==> src/assert_macros.svh <==
// Assertion macros used by the waveform engine
`ifndef ASSERT_MACROS_SVH
`define ASSERT_MACROS_SVH

`ifndef NO_ASSERTIONS

// Check a property at every rising edge outside reset
`define ASSERT_PROP(lbl, clk, rst_n, prop) \
    lbl: assert property (@(posedge clk) disable iff (!(rst_n)) (prop)) \
        else $error("assertion failed");

// Check that an expression never holds outside reset
`define ASSERT_NEVER(lbl, clk, rst_n, expr) \
    `ASSERT_PROP(lbl, clk, rst_n, !(expr))

`else

`define ASSERT_PROP(lbl, clk, rst_n, prop)
`define ASSERT_NEVER(lbl, clk, rst_n, expr)

`endif

`endif

==> src/lpws_pkg.sv <==
// Types and constants of the LED pulse width serializer
package lpws_pkg;

    localparam int unsigned WORD_BITS = 24;
    localparam int unsigned BYTE_BITS = 8;
    localparam int unsigned PAYLOAD_W = 24;
    localparam int unsigned TICK_W    = 16;
    localparam int unsigned BITS_W    = $clog2(WORD_BITS + 1);
    localparam int unsigned CFG_IDX_W = 2;

    localparam logic [1:0] OP_TICK  = 2'd0;
    localparam logic [1:0] OP_BYTE  = 2'd1;
    localparam logic [1:0] OP_WORD  = 2'd2;
    localparam logic [1:0] OP_LATCH = 2'd3;

    localparam logic [CFG_IDX_W-1:0] REG_ONE_HIGH  = 2'd0;
    localparam logic [CFG_IDX_W-1:0] REG_ZERO_HIGH = 2'd1;
    localparam logic [CFG_IDX_W-1:0] REG_PERIOD    = 2'd2;
    localparam logic [CFG_IDX_W-1:0] REG_LATCH     = 2'd3;

    typedef struct packed {
        logic [1:0]           operation;
        logic [PAYLOAD_W-1:0] payload;
    } t_item;

    typedef struct packed {
        logic line_level;
        logic busy_res;
        logic accepted;
        logic finished;
    } t_res;

    typedef struct packed {
        logic [TICK_W-1:0] one_high_ticks;
        logic [TICK_W-1:0] zero_high_ticks;
        logic [TICK_W-1:0] bit_period_ticks;
        logic [TICK_W-1:0] latch_low_ticks;
    } t_cfg;

endpackage

==> src/lpws_cfg_regs.sv <==
// Timing configuration registers
module lpws_cfg_regs (
    input  logic                          i_clk,
    input  logic                          i_rst_n,
    input  logic                          i_cfg_we,
    input  logic [lpws_pkg::CFG_IDX_W-1:0] i_cfg_index,
    input  logic [lpws_pkg::TICK_W-1:0]    i_cfg_data,
    output lpws_pkg::t_cfg                o_cfg
);
    import lpws_pkg::*;

    t_cfg r_cfg;

    always_ff @(posedge i_clk) begin
        if (!i_rst_n) begin
            r_cfg.one_high_ticks   <= TICK_W'(60);
            r_cfg.zero_high_ticks  <= TICK_W'(25);
            r_cfg.bit_period_ticks <= TICK_W'(125);
            r_cfg.latch_low_ticks  <= TICK_W'(6000);
        end else if (i_cfg_we) begin
            case (i_cfg_index)
                REG_ONE_HIGH:  r_cfg.one_high_ticks   <= i_cfg_data;
                REG_ZERO_HIGH: r_cfg.zero_high_ticks  <= i_cfg_data;
                REG_PERIOD:    r_cfg.bit_period_ticks <= i_cfg_data;
                REG_LATCH:     r_cfg.latch_low_ticks  <= i_cfg_data;
                default: ;
            endcase
        end
    end

    assign o_cfg = r_cfg;

endmodule

==> src/lpws_engine.sv <==
// Waveform state and per-tick next-state logic
`include "assert_macros.svh"

module lpws_engine (
    input  logic            i_clk,
    input  logic            i_rst_n,
    input  logic            i_advance,
    input  lpws_pkg::t_item i_item,
    input  lpws_pkg::t_cfg  i_cfg,
    output lpws_pkg::t_res  o_res
);
    import lpws_pkg::*;

    logic [WORD_BITS-1:0] r_shift;
    logic [WORD_BITS-1:0] n_shift;
    logic [BITS_W-1:0]    r_bits;
    logic [BITS_W-1:0]    n_bits;
    logic [TICK_W-1:0]    r_phase;
    logic [TICK_W-1:0]    n_phase;
    logic                 r_latch;
    logic                 n_latch;

    logic              idle;
    logic [TICK_W-1:0] latch_last;
    logic [TICK_W-1:0] period;
    logic [TICK_W-1:0] period_last;
    logic [TICK_W-1:0] high_raw;
    logic [TICK_W-1:0] high_sat;
    t_res              res;

    assign idle        = (r_bits == '0) && !r_latch;
    assign latch_last  = (i_cfg.latch_low_ticks == '0) ? '0 : i_cfg.latch_low_ticks - 1'b1;
    assign period      = (i_cfg.bit_period_ticks == '0) ? TICK_W'(1) : i_cfg.bit_period_ticks;
    assign period_last = period - 1'b1;

    always_comb begin
        n_shift  = r_shift;
        n_bits   = r_bits;
        n_phase  = r_phase;
        n_latch  = r_latch;
        res      = '0;
        high_raw = '0;
        high_sat = '0;

        // start a command on the same tick
        if (idle) begin
            case (i_item.operation)
                OP_BYTE: begin
                    res.accepted = 1'b1;
                    n_phase      = '0;
                    n_shift      = {i_item.payload[BYTE_BITS-1:0], {(WORD_BITS-BYTE_BITS){1'b0}}};
                    n_bits       = BITS_W'(BYTE_BITS);
                end
                OP_WORD: begin
                    res.accepted = 1'b1;
                    n_phase      = '0;
                    n_shift      = WORD_BITS'(i_item.payload);
                    n_bits       = BITS_W'(WORD_BITS);
                end
                OP_LATCH: begin
                    res.accepted = 1'b1;
                    n_phase      = '0;
                    n_latch      = 1'b1;
                end
                OP_TICK: ;
                default: ;
            endcase
        end

        if (n_latch) begin
            res.busy_res = 1'b1;
            if (n_phase >= latch_last) begin
                n_latch      = 1'b0;
                n_phase      = '0;
                res.finished = 1'b1;
            end else begin
                n_phase = n_phase + 1'b1;
            end
        end else if (n_bits != '0) begin
            high_raw       = n_shift[WORD_BITS-1] ? i_cfg.one_high_ticks
                                                  : i_cfg.zero_high_ticks;
            high_sat       = (high_raw > period) ? period : high_raw;
            res.busy_res   = 1'b1;
            res.line_level = (n_phase < high_sat);
            if (n_phase >= period_last) begin
                n_phase = '0;
                n_shift = {n_shift[WORD_BITS-2:0], 1'b0};
                n_bits  = n_bits - 1'b1;
                if (n_bits == '0) begin
                    res.finished = 1'b1;
                end
            end else begin
                n_phase = n_phase + 1'b1;
            end
        end
    end

    always_ff @(posedge i_clk) begin
        if (!i_rst_n) begin
            r_shift <= '0;
            r_bits  <= '0;
            r_phase <= '0;
            r_latch <= 1'b0;
        end else if (i_advance) begin
            r_shift <= n_shift;
            r_bits  <= n_bits;
            r_phase <= n_phase;
            r_latch <= n_latch;
        end
    end

    assign o_res = res;

    `ASSERT_NEVER(a_latch_excl_send, i_clk, i_rst_n, r_latch && (r_bits != '0))
    `ASSERT_NEVER(a_bits_range, i_clk, i_rst_n, r_bits > BITS_W'(WORD_BITS))
    `ASSERT_PROP(a_refuse_busy, i_clk, i_rst_n, !idle |-> !res.accepted)
    `ASSERT_PROP(a_finish_idle, i_clk, i_rst_n, (i_advance && res.finished) |=> idle)
    `ASSERT_PROP(a_finish_busy, i_clk, i_rst_n, (i_advance && res.finished) |-> res.busy_res)

endmodule

==> src/led_pulse_width_serializer.sv <==
// An item is captured in the input register and its result in the result register.
// Throughput: one item per cycle; the input and result registers keep
// taking items while the result side is not stalled.
// The waveform state advances once per item in a single pass of logic.
// Reset (synchronous, active low) empties both registers, clears the state
// and loads the timing registers with their default values.
module led_pulse_width_serializer (
    input  logic                           i_clk,
    input  logic                           i_rst_n,
    input  logic                           i_valid,
    output logic                           o_stall,
    input  lpws_pkg::t_item                i_item,
    output logic                           o_valid,
    input  logic                           i_stall,
    output lpws_pkg::t_res                 o_res,
    input  logic                           i_cfg_we,
    input  logic [lpws_pkg::CFG_IDX_W-1:0] i_cfg_index,
    input  logic [lpws_pkg::TICK_W-1:0]    i_cfg_data
);
    import lpws_pkg::*;

    t_item r_in;
    logic  r_in_valid;
    t_res  r_out;
    logic  r_out_valid;
    logic  advance;
    logic  in_take;
    t_cfg  cfg;
    t_res  res;

    assign advance = r_in_valid && (!r_out_valid || !i_stall);
    assign o_stall = r_in_valid && !advance;
    assign in_take = i_valid && !o_stall;

    lpws_cfg_regs u_cfg (
        .i_clk       (i_clk),
        .i_rst_n     (i_rst_n),
        .i_cfg_we    (i_cfg_we),
        .i_cfg_index (i_cfg_index),
        .i_cfg_data  (i_cfg_data),
        .o_cfg       (cfg)
    );

    lpws_engine u_engine (
        .i_clk     (i_clk),
        .i_rst_n   (i_rst_n),
        .i_advance (advance),
        .i_item    (r_in),
        .i_cfg     (cfg),
        .o_res     (res)
    );

    always_ff @(posedge i_clk) begin
        if (!i_rst_n) begin
            r_in_valid <= 1'b0;
        end else if (in_take) begin
            r_in_valid <= 1'b1;
        end else if (advance) begin
            r_in_valid <= 1'b0;
        end
    end

    always_ff @(posedge i_clk) begin
        if (in_take) begin
            r_in <= i_item;
        end
    end

    always_ff @(posedge i_clk) begin
        if (!i_rst_n) begin
            r_out_valid <= 1'b0;
        end else if (advance) begin
            r_out_valid <= 1'b1;
        end else if (!i_stall) begin
            r_out_valid <= 1'b0;
        end
    end

    always_ff @(posedge i_clk) begin
        if (advance) begin
            r_out <= res;
        end
    end

    assign o_valid = r_out_valid;
    assign o_res   = r_out;

endmodule

==> config.mk <==
export PLATFORM = sky130hd
export DESIGN_NAME = led_pulse_width_serializer
export DESIGN_NICKNAME = d
export VERILOG_FILES = /design/src/lpws_pkg.sv /design/src/lpws_cfg_regs.sv /design/src/lpws_engine.sv /design/src/led_pulse_width_serializer.sv
export VERILOG_INCLUDE_DIRS = /design/src /design/src/src
export SDC_FILE = /design/constraint.sdc
export NUM_CORES = 1
export LEC_CHECK = 0
export ABC_AREA = 1
export BUFFER_PORTS_ARGS = -buffer_cell sky130_fd_sc_hd__buf_4
export CAP_MARGIN = 20
export CORE_ASPECT_RATIO = 0.8
export CORE_UTILIZATION = 55
export DETAILED_ROUTE_END_ITERATION = 8
export PLACE_DENSITY = 0.74
export SETUP_SLACK_MARGIN = 0.02
export SLEW_MARGIN = 10
export SYNTH_ARGS = -nofsm -noshare
export SYNTH_HDL_FRONTEND = slang
export SYNTH_SLANG_ARGS = --single-unit
==> constraint.sdc <==
create_clock -name i_clk -period 8 [get_ports i_clk]
set_input_delay 0.8 -clock i_clk [delete_from_list [all_inputs] [get_ports i_clk]]
set_output_delay 0.8 -clock i_clk [all_outputs]
set_load 0.005 [all_outputs]
* After elaboration in Yosys (flattened, before gate mapping)
Cells that the tools add are included.
Cells by class: shift-type cells 0, eq/ne operators 7, bitwise gates (word level) 1, multiply operators 0, add/subtract/negate cells 4, reductions and logical operators 23, multiplexer cells 35, div/mod/pow operators 0, magnitude comparators 4
Operator list (count):
- $mux 16 | 10
- $mux 24 | 4
- $pmux 24 s2 | 1
- $ge 16x16->1 | 2
- $logic_not 16->1 | 2
- $sub 16x1->16 const B | 2
- $mux 5 | 4
- $add 16x1->16 const B | 1
- $gt 16x16->1 | 1
- $lt 16x16->1 | 1
- $mux 1 | 15
- $logic_not 5->1 | 2
- $pmux 5 s2 | 1
- $eq 2x2->1 const B | 4
- $reduce_and 2->1 | 4
- $logic_not 1->1 | 5
- $reduce_bool 5->1 | 1
- $sub 5x1->5 const B | 1
- $eq 2x1->1 const B | 2
- $logic_and 1x1->1 | 4
- $reduce_or 3->1 | 1
- $logic_not 2->1 | 1
- $ne 2x1->1 const B | 1
- $reduce_bool 2->1 | 1
- 3 further kinds | 3
Word-level totals: output and inout port bits 6, logic and storage cells 90, bits in read-only memories 0, register bits after elaboration 142, latch bits 0, memories kept 0, bits in writable memories 0

* Logic depth before layout (Yosys ltp)
depth in word-level cells 9, depth in mapped cells 32, gate-level depth less buffers 30

* Modules after synthesis
From an unflattened synthesis, not the netlist that was laid out.
Second synthesis, totals: cell total of the unflattened synthesis 1308, area, all modules 9113.7 sq um
By module, submodules not included:
- lpws_engine | area each 5531.6 sq um, cells each 889, instances 1
- lpws_cfg_regs | area each 2586.2 sq um, cells each 376, instances 1
- led_pulse_width_serializer | area each 996.0 sq um, cells each 43, instances 1

* Least setup slack after synthesis
Ideal clock, no wire load.
path type register -> register, start reg r_in[25] (netlist bit), end reg r_out, in the netlist o_res[3] (data pin), setup slack 4.331 ns, required time 7.740 ns, period minus slack after synthesis 3.669 ns, library setup time 0.260 ns, arrival time 3.409 ns, path buffers 3, stages on the path, launching flop included 25, path through edfxtp_1 -> inv_1 -> ha_1 -> clkbuf_1 -> nand2_1 -> nand3_1 -> o21ai_0 -> nand2_1 -> nand2_1 -> clkbuf_1 -> nand2_1 -> o21ai_0 -> ha_1 -> nand2_1 -> nor3_1 -> nand3_1 -> nand2_1 -> clkbuf_1 -> a21oi_1 -> ha_1 -> nand2_1 -> o21ai_0 -> nand3b_1 -> o2111ai_1 -> a21oi_1
Between the ends: longest elaborated chain between the ends 7, elaborated cells between the ends (all ways) 19, those cells by class order compare: 2; eq/ne: 3; mux: 10; bitwise: 1; reduce/logical: 3
RTL lines:
- start: declaration | RTL line led_pulse_width_serializer.sv:22 | t_item r_in;
- start signal: assignment | RTL line led_pulse_width_serializer.sv:65 | r_in <= i_item;
- $eq 2x2->1 or $eq 2x1->1 (tied branches) | RTL line lpws_engine.sv:47 | case (i_item.operation)
- $pmux 24 s2 | RTL line lpws_engine.sv:47
- $mux 24 | RTL line lpws_engine.sv:46 | if (idle) begin
- $mux 16 | RTL line lpws_engine.sv:80 | high_raw = n_shift[WORD_BITS-1] ? i_cfg.one_high_ticks
- $gt 16x16->1 | RTL line lpws_engine.sv:82 | high_sat = (high_raw > period) ? period : high_raw;
- $mux 16 | RTL line lpws_engine.sv:82
- $lt 16x16->1 | RTL line lpws_engine.sv:84 | res.line_level = (n_phase < high_sat);
- end signal: assignment | RTL line led_pulse_width_serializer.sv:81 | r_out <= res;
- end: declaration | RTL line led_pulse_width_serializer.sv:24 | t_res r_out;
Parallel ways exist; a longest one is shown, timed or not. A chain may end at the register's enable or synchronous reset.

* Worst setup path in the final report
Ends and elaborated chain as after synthesis.

==> key figures <==
Flow run
  – MaxCap Viol Count: 0

Route
  – Via density per instance: 5.62
  – First-pass DRT Iterations: 5
  – Vias: between 8000 and 9000
  – DRC: 0
  – WL final: roughly 22000 um
  – Routed Antenna Nets: 0
  – DR WL/cell: approximately 16 um
  – Detailed Route Iter0 Violations: 796

Synth
  – Synthesized area per cell: 7.36 um2
  – Synth area leaders: dfxtp_1, edfxtp_1, ha_1, nand2_1, a21oi_1
  – Synthesized netlist net count: ~1300
  – Synth top area share: 25.9%
  – Synthesized cell area: 8650 um2
  – Most frequent cell after synthesis: nand2_1
  – Synth Instances: 1175
  – Yosys warnings: 0
  – Library cells used by synthesis: 44
  – Synth async-reset ratio: 0%
  – Area leader, netlist: dfxtp_1
  – Top cells by count, synth: nand2_1, a21oi_1, dfxtp_1
  – Synthesized flop and latch total: 142
  – Ys flop type: dfxtp_1
  – Sequential cell area fraction in the yosys report: between 30% and 40%
  – Post-synth EDFFs: 30

STA
  – Final Cycle Share: between 60% and 70%
  – Least-Margin Pin Slew: 1010 ps
  – Final Hold Viols: 0
  – FMAX: 189 MHz
  – RSZ-0062 raised after global routing: false
  – Setup-failing EPs final: 0
  – Tmin final: approximately 5300 ps
  – Relative slew slack: 32.8%
  – Setup TNS: 0 ps
  – Slew Limit Fails: 0
  – Fin Clk Skew: about 12 ps
  – Final setup margin: around 2700 ps

Floorplan
  – IO Pins: 55
  – DIE AREA: between 15000 and 20000 um2
  – Chip width: ~140 um
  – Row count: 40
  – Core area: about 15000 um2
  – Chip height: about 110 um
  – Initial Util: between 50% and 60%

Power and ir drop
  – P_leak: approximately 4.3 nW
  – P per Cell Area: 220 nW/um2
  – VDD IR max: around 170 uV

Layout
  – Synth-to-Final Area Change: 13.0%
  – Final nets: about 1300
  – FF+latch area: about 3100 um2
  – Antenna cell count: 0
  – Layout filler cell count: about 1300
  – Layout Cells excl Fill: around 1400
  – Post-layout instance area: slightly below 10000 um2
  – Area occupied by multi-input gates: ~4800 um2
  – Share of layout cells above drive strength 1: roughly 11%

Clocking
  – Cts hold-fix bufs: 0
  – CTS Buf Count: 17
  – Clock sink total: roughly 140
  – Clk_lat worst skew: between 400 and 500 ps
  – CTS tree: done
  – Clock Path Buffers: 2
  – Clk slew on worst S/H paths: roughly 60 ps
  – Clock Root Buffer: clkbuf_16
  – Post-CTS resize count: 0
  – H-Tree Depth: 4
  – Post-CTS setup buffer count: 0

Global routing
  – Initial antenna violation count: 0
  – Total global routing overflow: 0
  – Largest net degree at the start of global routing: just over 80
  – First-pass GRT wire length: roughly 37000 um
  – Tot GR Track Use: between 20% and 30%
  – Number of global-route vias before repair: 7375

Worst setup path
  – Maximum fanout along the worst path: 33
  – R2r setup slk: between 2000 and 3000 ps
  – RR Startpoint: r_in[25]
  – Data required, critical path: 8270 ps
  – R2R depth: 24
  – Crit Path Class: register to register
  – Reg2reg end: o_res[3]
  – Crit start category: register
  – Setup crit end kind: register
  – Crit path DAT: 5560 ps

Worst hold path
  – Worst Hold Class: register to register
  – Min-Delay Endpoint: u_cfg.o_cfg[58]
  – Hold wc startpoint: u_cfg.o_cfg[58]
  – Hold path depth: 2

Placed design
  – Placed insts: 1393
  – GPL Wtd Cong: about 0.89
  – IO Port Bufs: 54
  – HPWL after DPL: 15900 um
  – Cell Area, Placed: 9130 um2
  – Setup Slack @ Placement: about 3000 ps

Outcome
  – Status: completed
[critical path, cell delays in order, from the launching register on]
cell and delay [ps]:
edfxtp_1 420, inv_1 110, ha_1 370, nand2_1 90
nand3_1 70, o21ai_0 80, nand2_1 70, nand2_1 550
o21ai_0 650, ha_1 340, a21oi_1 130, nor2_1 50
nor2_1 80, nand2_1 60, nand2_1 50, nand2_1 60
nand2_1 660, nor2_1 80, a21oi_1 250, ha_1 310
a21oi_1 150, o21ai_0 120, nand3b_1 100, o2111ai_1 110
a21oi_1 150
[routing by layer]
metal	vias up	wire (um)	part of all wire, %	global-route usage (%)
met1	3673	11100	49	43.0
met4	0	395	1.8	10.1
met3	36	1750	7.8	6.02
li1	4016	-	-	-
met2	283	9230	41	42.4
met5	-	0	0	0
[worst max-delay path by stage]
stage                  start  slack (ps)        to  cells past startpoint
detailed placement  r_in[25]        3000  o_res[3]                     24
floorplan           r_in[25]        4330  o_res[3]                     24
global placement    r_in[25]        3080  o_res[3]                     22
finish              r_in[25]        2710  o_res[3]                     24
global route        r_in[25]        2200  o_res[3]                     22
CTS                 r_in[25]        2860  o_res[3]                     24
[layout make-up]
type                    count  area share, %
repair buffers             60           4.82
inverters                 122           4.74
clock buffers              21           5.05
clock inverters            11           1.19
flip-flops and latches    142           32.2
multi-input cells         860           49.3
well taps                 210           2.69
[kinds of logic (layout without fill, tap and decap cells)]
family,after synthesis,in the layout,synth area share (%)
AND/OR/NAND/NOR,483,483,24.7
AO/OA/AOI/OAI,275,275,17.4
buffers and inverters,173,214,8.02
flip-flops,142,142,36.3
adder cells (fa/ha/maj),72,72,10.4
XOR/XNOR,30,30,3.04
[where the power goes]
part / internal (mW) / leakage (nW) / total (mW) / switching [mW]
Sequential: 0.776 / 1.21 / 0.800 / 0.0247
Combinational: 0.171 / 2.75 / 0.530 / 0.359
Clock: 0.481 / 0.296 / 0.819 / 0.338
Total: 1.43 / 4.25 / 2.15 / 0.722
[sequential cells by signal, indices dropped and copies added (netlist names)]
register          count
u_engine.r_bits       5
r_in                 26
u_engine.r_phase     16
u_engine.r_shift     24
o_valid               1
o_res                 4
r_in_valid            1
u_engine.r_latch      1
u_cfg.o_cfg          64
[placed cells by master (no fill, tap or decap), types with 12 or more instances in the layout]
cell and instances:
nor3_1 18, nor2_1 108, o211ai_1 16, inv_1 109
ha_1 72, a22oi_1 17, o21ai_0 93, nand2_1 232
dfxtp_1 112, nand3_1 80, clkbuf_16 19, a21oi_1 120
buf_4 59, a31oi_1 12, xor2_1 25, edfxtp_1 30
[metrics by stage]
step	util, %	total power, mW	hold slack [ps]
3_5_place_dp	60.2	1.33	444
4_1_cts	64.2	2.15	453
6_report	64.4	2.15	451
5_1_grt	64.4	2.26	472
2_1_floorplan	-	1.21	425
3_3_place_gp	60.2	1.32	435
Power figures use the tool's default switching activity.
